===== src/rtl/core/assert_macros.svh =====
// Assertion helpers shared by the RTL.
// Clock and reset are taken from the enclosing module (clk_i, rst_ni).
`ifndef ASSERT_MACROS_SVH
`define ASSERT_MACROS_SVH

// Check a property on every rising edge, idle while reset is held.
`define PLT_ASSERT(lbl, prop, msg) \
  lbl: assert property (@(posedge clk_i) disable iff (!rst_ni) (prop)) else $error(msg);

// Check a property on every rising edge, reset included.
`define PLT_ASSERT_ALWAYS(lbl, prop, msg) \
  lbl: assert property (@(posedge clk_i) (prop)) else $error(msg);

`endif


===== src/rtl/core/plt_pkg.sv =====
package plt_pkg;

  localparam logic OP_ANNOUNCE = 1'b0;
  localparam logic OP_TICK     = 1'b1;

  typedef enum logic [2:0] {
    ST_REFRESHED  = 3'd0,
    ST_INSERTED   = 3'd1,
    ST_FULL       = 3'd2,
    ST_REJECTED   = 3'd3,
    ST_TICK_IDLE  = 3'd4,
    ST_TICK_SWEPT = 3'd5
  } status_e;

  typedef enum logic [2:0] {
    S_IDLE,
    S_START,
    S_RD,
    S_CHK,
    S_RDL,
    S_MOVE,
    S_DONE
  } state_e;

  typedef struct packed {
    logic [31:0] prefix_high;
    logic [63:0] prefix_low;
    logic [31:0] last_seen;
    logic [30:0] lease;
  } entry_t;

endpackage


===== src/rtl/core/participant_lease_table.sv =====
// Sequence: an announce reads and compares held entries from slot zero up to a hit or the
//   last held entry; a rejected announce, an empty table or an idle tick skips the walk; a sweep
//   checks every held entry and refills each expired slot from the last entry. Each read is registered.
// Throughput: one request at a time; the next is taken in the cycle after the result is loaded,
//   even while that result waits.
// Reset: count, broadcast time, output valid clear; interval 3; entry memory left as is.
`include "assert_macros.svh"

module participant_lease_table import plt_pkg::*; #(
  parameter int MAX_PARTICIPANTS = 16
) (
  input  logic        clk_i,
  input  logic        rst_ni,
  // configuration
  input  logic        cfg_we_i,
  input  logic [15:0] cfg_data_i,
  // request channel
  input  logic        in_valid_i,
  output logic        in_ready_o,
  input  logic        opcode_i,
  input  logic [31:0] now_seconds_i,
  input  logic [31:0] prefix_high_i,
  input  logic [63:0] prefix_low_i,
  input  logic [30:0] lease_seconds_i,
  input  logic        encoding_ok_i,
  // result channel
  output logic        out_valid_o,
  input  logic        out_ready_i,
  output logic [2:0]  status_o,
  output logic [3:0]  slot_o,
  output logic [4:0]  entry_count_o,
  output logic [4:0]  removed_count_o,
  output logic        broadcast_due_o
);

  // Slot index and entry count widths follow the table depth.
  localparam int IW = (MAX_PARTICIPANTS > 1) ? $clog2(MAX_PARTICIPANTS) : 1;
  localparam int CW = $clog2(MAX_PARTICIPANTS + 1);

  // ---------------------------------------------------------------------------
  // Registers
  // ---------------------------------------------------------------------------
  state_e          state_q, state_d;
  logic [CW-1:0]   count_q, count_d;
  logic [31:0]     last_bcast_q, last_bcast_d;
  logic [15:0]     interval_q;
  logic            out_valid_q, out_valid_d;

  // Request held for the whole walk.
  logic            opcode_q;
  logic [31:0]     now_q;
  logic [31:0]     ph_q;
  logic [63:0]     pl_q;
  logic [30:0]     lease_q;
  logic            enc_q;

  // Walk position and result being built.
  logic [IW-1:0]   idx_q, idx_d;
  logic [CW-1:0]   removed_q, removed_d;
  status_e         res_status_q, res_status_d;
  logic [IW-1:0]   res_slot_q, res_slot_d;

  // Output register.
  status_e         out_status_q;
  logic [IW-1:0]   out_slot_q;
  logic [CW-1:0]   out_count_q;
  logic [CW-1:0]   out_removed_q;

  // Entry memory: one write and one registered read per cycle.
  entry_t          mem_q [MAX_PARTICIPANTS];
  entry_t          rdata_q;
  logic            mem_we;
  logic [IW-1:0]   mem_waddr;
  entry_t          mem_wdata;
  logic [IW-1:0]   mem_raddr;

  // ---------------------------------------------------------------------------
  // Shared decode
  // ---------------------------------------------------------------------------
  logic            in_accept;
  logic            out_free;
  logic            hit;
  logic [31:0]     age;
  logic            expired;
  logic [CW-1:0]   idx_inc;
  logic            at_end;
  logic            full;
  logic            empty;
  logic [31:0]     bcast_diff;
  logic            due;
  logic [CW-1:0]   count_m1;
  logic [IW-1:0]   last_idx;
  logic            move_more;
  entry_t          item_entry;

  assign in_ready_o = (state_q == S_IDLE);
  assign in_accept  = in_valid_i & in_ready_o;
  assign out_free   = ~out_valid_q | out_ready_i;

  // Prefix match against the entry just read.
  assign hit = (rdata_q.prefix_high == ph_q) && (rdata_q.prefix_low == pl_q);

  // Age is signed modulo 2^32: a stored second in the future never expires.
  assign age     = now_q - rdata_q.last_seen;
  assign expired = ~age[31] && (age[30:0] > rdata_q.lease);

  assign idx_inc  = CW'(idx_q) + CW'(1);
  assign at_end   = (idx_inc >= count_q);
  assign full     = (count_q == CW'(MAX_PARTICIPANTS));
  assign empty    = (count_q == '0);
  assign count_m1 = count_q - CW'(1);
  assign last_idx = count_m1[IW-1:0];
  // After a move the count drops by one; examine the same slot again if it is still held.
  assign move_more = (CW'(idx_q) < count_m1);

  assign bcast_diff = now_q - last_bcast_q;
  assign due        = ~bcast_diff[31] && (bcast_diff >= {16'b0, interval_q});

  assign item_entry = '{prefix_high: ph_q, prefix_low: pl_q, last_seen: now_q, lease: lease_q};

  // ---------------------------------------------------------------------------
  // Next state
  // ---------------------------------------------------------------------------
  always_comb begin
    state_d = state_q;
    unique case (state_q)
      S_IDLE: begin
        if (in_accept) state_d = S_START;
      end
      S_START: begin
        if (opcode_q == OP_ANNOUNCE) begin
          state_d = (!enc_q || empty) ? S_DONE : S_RD;
        end else begin
          state_d = (!due || empty) ? S_DONE : S_RD;
        end
      end
      S_RD: state_d = S_CHK;
      S_CHK: begin
        if (opcode_q == OP_ANNOUNCE) begin
          state_d = (hit || at_end) ? S_DONE : S_RD;
        end else begin
          priority if (expired) state_d = S_RDL;
          else if (at_end)      state_d = S_DONE;
          else                  state_d = S_RD;
        end
      end
      S_RDL:  state_d = S_MOVE;
      S_MOVE: state_d = move_more ? S_RD : S_DONE;
      S_DONE: begin
        if (out_free) state_d = S_IDLE;
      end
      default: state_d = S_IDLE;
    endcase
  end

  // ---------------------------------------------------------------------------
  // Datapath and memory control
  // ---------------------------------------------------------------------------
  always_comb begin
    count_d      = count_q;
    last_bcast_d = last_bcast_q;
    idx_d        = idx_q;
    removed_d    = removed_q;
    res_status_d = res_status_q;
    res_slot_d   = res_slot_q;
    mem_we       = 1'b0;
    mem_waddr    = idx_q;
    mem_wdata    = item_entry;
    mem_raddr    = idx_q;
    out_valid_d  = out_valid_q & ~out_ready_i;

    unique case (state_q)
      S_IDLE: begin
        idx_d     = '0;
        removed_d = '0;
      end
      S_START: begin
        res_slot_d = '0;
        if (opcode_q == OP_ANNOUNCE) begin
          if (!enc_q) begin
            res_status_d = ST_REJECTED;
          end else if (empty) begin
            // Empty table: append straight into slot zero.
            mem_we       = 1'b1;
            mem_waddr    = '0;
            count_d      = count_q + CW'(1);
            res_status_d = ST_INSERTED;
          end
        end else begin
          if (!due) begin
            res_status_d = ST_TICK_IDLE;
          end else begin
            last_bcast_d = now_q;
            res_status_d = ST_TICK_SWEPT;
          end
        end
      end
      S_RD: ;
      S_CHK: begin
        if (opcode_q == OP_ANNOUNCE) begin
          if (hit) begin
            // Refresh last-seen only; keep the stored lease.
            mem_we       = 1'b1;
            mem_waddr    = idx_q;
            mem_wdata    = rdata_q;
            mem_wdata.last_seen = now_q;
            res_status_d = ST_REFRESHED;
            res_slot_d   = idx_q;
          end else if (at_end) begin
            if (full) begin
              res_status_d = ST_FULL;
            end else begin
              mem_we       = 1'b1;
              mem_waddr    = count_q[IW-1:0];
              count_d      = count_q + CW'(1);
              res_status_d = ST_INSERTED;
              res_slot_d   = count_q[IW-1:0];
            end
          end else begin
            idx_d = idx_inc[IW-1:0];
          end
        end else begin
          if (!expired && !at_end) idx_d = idx_inc[IW-1:0];
        end
      end
      S_RDL: begin
        // Fetch the last entry to fill the expired slot.
        mem_raddr = last_idx;
      end
      S_MOVE: begin
        mem_we    = 1'b1;
        mem_waddr = idx_q;
        mem_wdata = rdata_q;
        count_d   = count_m1;
        removed_d = removed_q + CW'(1);
      end
      S_DONE: begin
        if (out_free) out_valid_d = 1'b1;
      end
      default: ;
    endcase
  end

  // ---------------------------------------------------------------------------
  // Control registers
  // ---------------------------------------------------------------------------
  always_ff @(posedge clk_i or negedge rst_ni) begin
    if (!rst_ni) begin
      state_q      <= S_IDLE;
      count_q      <= '0;
      last_bcast_q <= '0;
      interval_q   <= 16'd3;
      out_valid_q  <= 1'b0;
    end else begin
      state_q      <= state_d;
      count_q      <= count_d;
      last_bcast_q <= last_bcast_d;
      out_valid_q  <= out_valid_d;
      if (cfg_we_i) interval_q <= cfg_data_i;
    end
  end

  // ---------------------------------------------------------------------------
  // Payload registers
  // ---------------------------------------------------------------------------
  always_ff @(posedge clk_i) begin
    if (in_accept) begin
      opcode_q <= opcode_i;
      now_q    <= now_seconds_i;
      ph_q     <= prefix_high_i;
      pl_q     <= prefix_low_i;
      lease_q  <= lease_seconds_i;
      enc_q    <= encoding_ok_i;
    end
    idx_q        <= idx_d;
    removed_q    <= removed_d;
    res_status_q <= res_status_d;
    res_slot_q   <= res_slot_d;
    // Load the result once the output register is free.
    if (state_q == S_DONE && out_free) begin
      out_status_q  <= res_status_q;
      out_slot_q    <= res_slot_q;
      out_count_q   <= count_q;
      out_removed_q <= removed_q;
    end
  end

  // Entry memory.
  always_ff @(posedge clk_i) begin
    if (mem_we) mem_q[mem_waddr] <= mem_wdata;
    rdata_q <= mem_q[mem_raddr];
  end

  // ---------------------------------------------------------------------------
  // Outputs: slot and counts carry their low bits only.
  // ---------------------------------------------------------------------------
  logic [IW+3:0] slot_ext;
  logic [CW+4:0] count_ext;
  logic [CW+4:0] removed_ext;

  assign slot_ext    = {4'b0, out_slot_q};
  assign count_ext   = {5'b0, out_count_q};
  assign removed_ext = {5'b0, out_removed_q};

  assign out_valid_o     = out_valid_q;
  assign status_o        = out_status_q;
  assign slot_o          = slot_ext[3:0];
  assign entry_count_o   = count_ext[4:0];
  assign removed_count_o = removed_ext[4:0];
  assign broadcast_due_o = (out_status_q == ST_TICK_SWEPT);

  // ---------------------------------------------------------------------------
  // Assertions
  // ---------------------------------------------------------------------------
  `PLT_ASSERT(a_count_bound, count_q <= CW'(MAX_PARTICIPANTS), "entry count above depth")
  `PLT_ASSERT(a_read_held, (state_q == S_RD) |-> (CW'(idx_q) < count_q), "read of a slot not held")
  `PLT_ASSERT(a_move_drops, (state_q == S_MOVE) |=> (count_q == $past(count_m1)), "move did not drop count")
  `PLT_ASSERT(a_write_in_range, mem_we |-> (CW'(mem_waddr) <= count_q), "write beyond table end")

endmodule

===== config.mk =====
export PLATFORM = sky130hd
export DESIGN_NAME = participant_lease_table
export DESIGN_NICKNAME = d
export VERILOG_FILES = /design/src/rtl/core/plt_pkg.sv /design/src/rtl/core/participant_lease_table.sv
export VERILOG_INCLUDE_DIRS = /design/src /design/src/rtl/core
export SDC_FILE = /design/constraint.sdc
export NUM_CORES = 2
export LEC_CHECK = 0
export BUFFER_PORTS_ARGS = -buffer_cell sky130_fd_sc_hd__buf_2
export CAP_MARGIN = 25
export CORE_ASPECT_RATIO = 1.4
export CORE_MARGIN = 3
export CORE_UTILIZATION = 40
export CTS_BUF_LIST = sky130_fd_sc_hd__clkbuf_4
export DETAILED_ROUTE_END_ITERATION = 8
export PLACE_DENSITY_LB_ADDON = 0.12
export SYNTH_ARGS = -nofsm -noshare
export SYNTH_HDL_FRONTEND = slang
export SYNTH_SLANG_ARGS = --single-unit

===== constraint.sdc =====
create_clock -name clk_i -period 19.45 [get_ports clk_i]
set_clock_uncertainty 0.1 [all_clocks]
set_input_delay 0.9725 -clock clk_i [delete_from_list [all_inputs] [get_ports clk_i]]
set_output_delay 0.9725 -clock clk_i [all_outputs]
set_load 0.05 [all_outputs]

==> implementation parameters <==
Parameter                              Value

Floorplanning
  Die Wd ... 467 um
  Vertical die dimension ... 651 um
  Core area ... 296,000 um2
  Die Outline Area ... 304,000 um2
  Site Rows ... 236
  Number of ports placed on the die boundary ... 202
  Initial cell density of the core ... 0.402

Placement
  Cell area reported after detailed placement ... 124,000 um2
  Final estimated routing congestion in global placement ... 0.839
  Placed wire-length estimate ... 197 mm
  Number of port buffers ... 201
  Post-placement worst setup slack ... 11,110 ps

Synthesis
  Synthesized instance count ... 9,088
  Post-synth top area share ... 0.692
  Async set-or-reset flop fraction in the synthesized netlist ... 0.0193
  Number of distinct library cells after synthesis ... 74
  Most used standard cell by instance count after synthesis ... edfxtp_1
  List of most frequent post-synthesis cells ... edfxtp_1, nand2_1, nand3_1
  Top_reg_cell synth ... edfxtp_1
  Net count after synthesis ... 9,395
  Flops & latches, synth ... 2,954
  Register area share after synthesis ... 0.730
  Biggest area consumer among synthesized cells ... edfxtp_1
  Area contributors post-synth ... edfxtp_1, nand2_1, a311oi_1
  Post-synthesis instance area ... 119,000 um2
  Mean instance size in the synthesized netlist ... 13.1 um2
  EDFF count, synth ... 2,738
  Number of warnings reported in the yosys synthesis log ... 0

Global route
  Via count of the first global-routing pass ... 78.1k
  First-pass GRT wire length ... 521 mm
  Overall overflow remaining after global route ... 0
  Largest net degree at the start of global routing ... 152
  Total GRT Usage ... 0.229
  Number of antenna violations at the first check in global routing ... 32

Drt
  Post-detailed-route count of antenna-violating nets ... 0
  Number of DRC violations after detailed routing ... 0
  Routed wire length per instance ... 24.9 um
  Vias per Instance ... 5.45
  Iteration count of the initial detailed-routing pass ... 7
  Vias ... 78.2k
  Total Routed Length ... 357 mm
  Number of DRC violations after detailed-routing iteration 0 ... 5,763

Final layout
  Count of nets after finishing ... 10.2k
  Area Overhead vs Synth ... 14.5%
  Finished layout cell area ... 136,000 um2
  Proportion of layout cells with a drive suffix above 1 ... 0.170
  Number of fillers in the final layout ... 26.9k

Timing
  Number of pins exceeding their max-slew limit in the final report ... 0
  Normalized max-slew margin ... 0.283
  Worst Setup Slack, final ... 11,220 ps
  WHS ... 198 ps
  Sum of negative setup slack ... 0 ps
  # setup viols final ... 0
  Shortest clock period the worst path allows after layout ... 8230 ps
  Final worst-path cycle share ... 0.423
  RSZ-0062 raised after global routing ... false
  Worst Tran Pin Value ... 1080 ps
  Count of final hold-check violations ... 0
  Max Fclk ... 121 MHz

Clocking
  Number of gates resized after CTS ... 0
  Maximum clock insertion buffer count ... 4
  Clock tree from TritonCTS ... built
  CTS Root Cell ... clkbuf_4
  CTS buffer count ... 736
  TritonCTS Sinks ... 2,954
  Maximum level of the CTS H-tree ... 6
  Clock-pin transition on the worst setup and hold timing paths ... 70 ps
  Clock insertion delay at the later pin of the skew report ... 1390 ps

Critical path
  Crit path launch type ... flop
  Gate family responsible for the most delay along the worst path ... simple AND/OR/NAND/NOR gates
  Dominant cell type by count on the critical path ... buf_4
  Arrival time at the worst endpoint ... 9080 ps
  Crit Path Class ... reg2reg
  Worst path buffer plus inverter count ... 5
  Cell Chain, Critical Path ... xor2_1 > nor4_1 > buf_4 > nand4_1 > nor4_1 > buf_2 > nand3_1 > o21ai_0 > or4_1 > mux2_2 > nor2b_1 > nand2b_1 > nor2_4 > buf_4 > buf_4 > buf_4
  Worst path slowest cell ... nor4_1
  Setup crit end kind ... flop
  Setup slack of the worst register-to-register path ... 11,220 ps
  Critical path fanouts, max ... 43
  Critical Path Max Stage Delay ... 820 ps
  Required time worst endpoint ... 20,300 ps

Run status
  Outcome ... complete, no violations

Power and ir drop
  Maximum VDD drop ... 0.169 mV
  Areal power density over the cells ... 156 nW/um2
  Cell leakage power ... 0.0487 uW

Min path
  Hold Path Class ... in2reg

Run
  Maximum capacitance violations ... 0
[metrics by stage]
stage / cells / util / total power [uW]
6_report: 14400 / 0.461 / 21300
3_3_place_gp: 12800 / 0.421 / 16100
5_1_grt: 14300 / 0.461 / 22600
2_1_floorplan: 9088 / - / 13300
4_1_cts: 14300 / 0.460 / 21500
3_5_place_dp: 12800 / 0.421 / 16100
[report_power, final]
group / switching (uW) / leakage [uW] / total, uW / internal (uW)
registers: 254 / 0.0267 / 7990 / 7740
clock network: 2480 / 0.00571 / 5270 / 2790
logic: 5670 / 0.0163 / 8010 / 2340
[worst reg2reg max path: cells and delay by family, from the launching register on]
kind	cells	cell delay (ps)
simple gates	8	3440
buf+inv	5	2780
compound gates	1	430
flops	1	420
mux	1	400
xor+xnor	1	180
[cell families (layout without fill, tap and decap cells)]
family,Yosys count,count (layout),synth area share
AO/OA/AOI/OAI,1082,1082,0.0654
XOR/XNOR,155,155,0.0114
adder cells (fa/ha/maj),125,125,0.0133
buffers and inverters,704,2030,0.0225
flip-flops,2954,2954,0.730
multiplexers,170,170,0.0169
other,0,19,0
AND/OR/NAND/NOR,3898,3898,0.140
[cell type report]
type                       instances  area [um2]  area share
tap                             3927        4910      0.0361
sequential                      2954       86800       0.638
antenna                           19        47.5    0.000349
timing repair buffer             595        4780      0.0351
clock inverter                   173        1000     0.00738
inverter                         132         495     0.00364
multi-input combinational       5430       29600       0.218
clock buffer                    1130        8480      0.0623
[timing repair]
action | in CTS | in global routing
hold endpoints to repair | 264 | 0
buffers inserted | 0 | 0
setup endpoints to repair | 0 | 0
hold buffers | 213 | 0
[cells in the final DEF, fill, tap and decap left out, types with 16 or more instances in the layout]
cell type and count:
a31oi_1 167, nor2_1 78, nand3_1 707, mux2_2 132, buf_2 202, and3_1 316
buf_12 21, nand4_1 35, dlygate4sd3_1 213, o21ai_0 79, xnor2_1 68, nor2_4 16
edfxtp_1 2738, diode_2 19, inv_1 132, clkbuf_4 1130, dfrtp_1 55, buf_4 158
mux2_4 29, xor2_1 87, ha_1 123, clkinv_2 17, nor3_1 21, inv_2 17
a21o_1 33, clkinv_1 123, nand2_1 2643, nand2b_1 18, nor4_1 23, a21oi_1 230
a311oi_1 465, dfxtp_1 159
[sequential cells by signal, indices dropped and copies added (netlist names)]
signal	count
mem_q	2544
rdata_q	159
pl_q	64
last_bcast_q	32
now_q	32
ph_q	32
lease_q	31
interval_q	16
count_q	5
entry_count_o	5
removed_count_o	5
removed_q	5
idx_q	4
res_slot_q	4
slot_o	4
res_status_q	3
state_q	3
status_o	3
enc_q	1
opcode_q	1
out_valid_o	1
[worst paths after layout]
check                                         start          endpoint  cells past startpoint
worst min register to register      res_status_q[0]       status_o[0]                      0
worst max-delay path                       pl_q[12]     mem_q[7][101]                     16
max in group asynchronous                    rst_ni  last_bcast_q[29]                      3
worst min-delay path            lease_seconds_i[21]       lease_q[21]                      2
min in group asynchronous                    rst_ni        count_q[1]                      3
worst max register to register             pl_q[12]     mem_q[7][101]                     16
[per-layer routing]
layer	global-route usage	vias up	routed length, um
met5	0	-	72
met4	0.0770	10	10800
met3	0.0372	600	18900
met2	0.386	2383	176000
met1	0.301	39700	151000
li1	-	35500	-
Power figures use the tool's default switching activity.
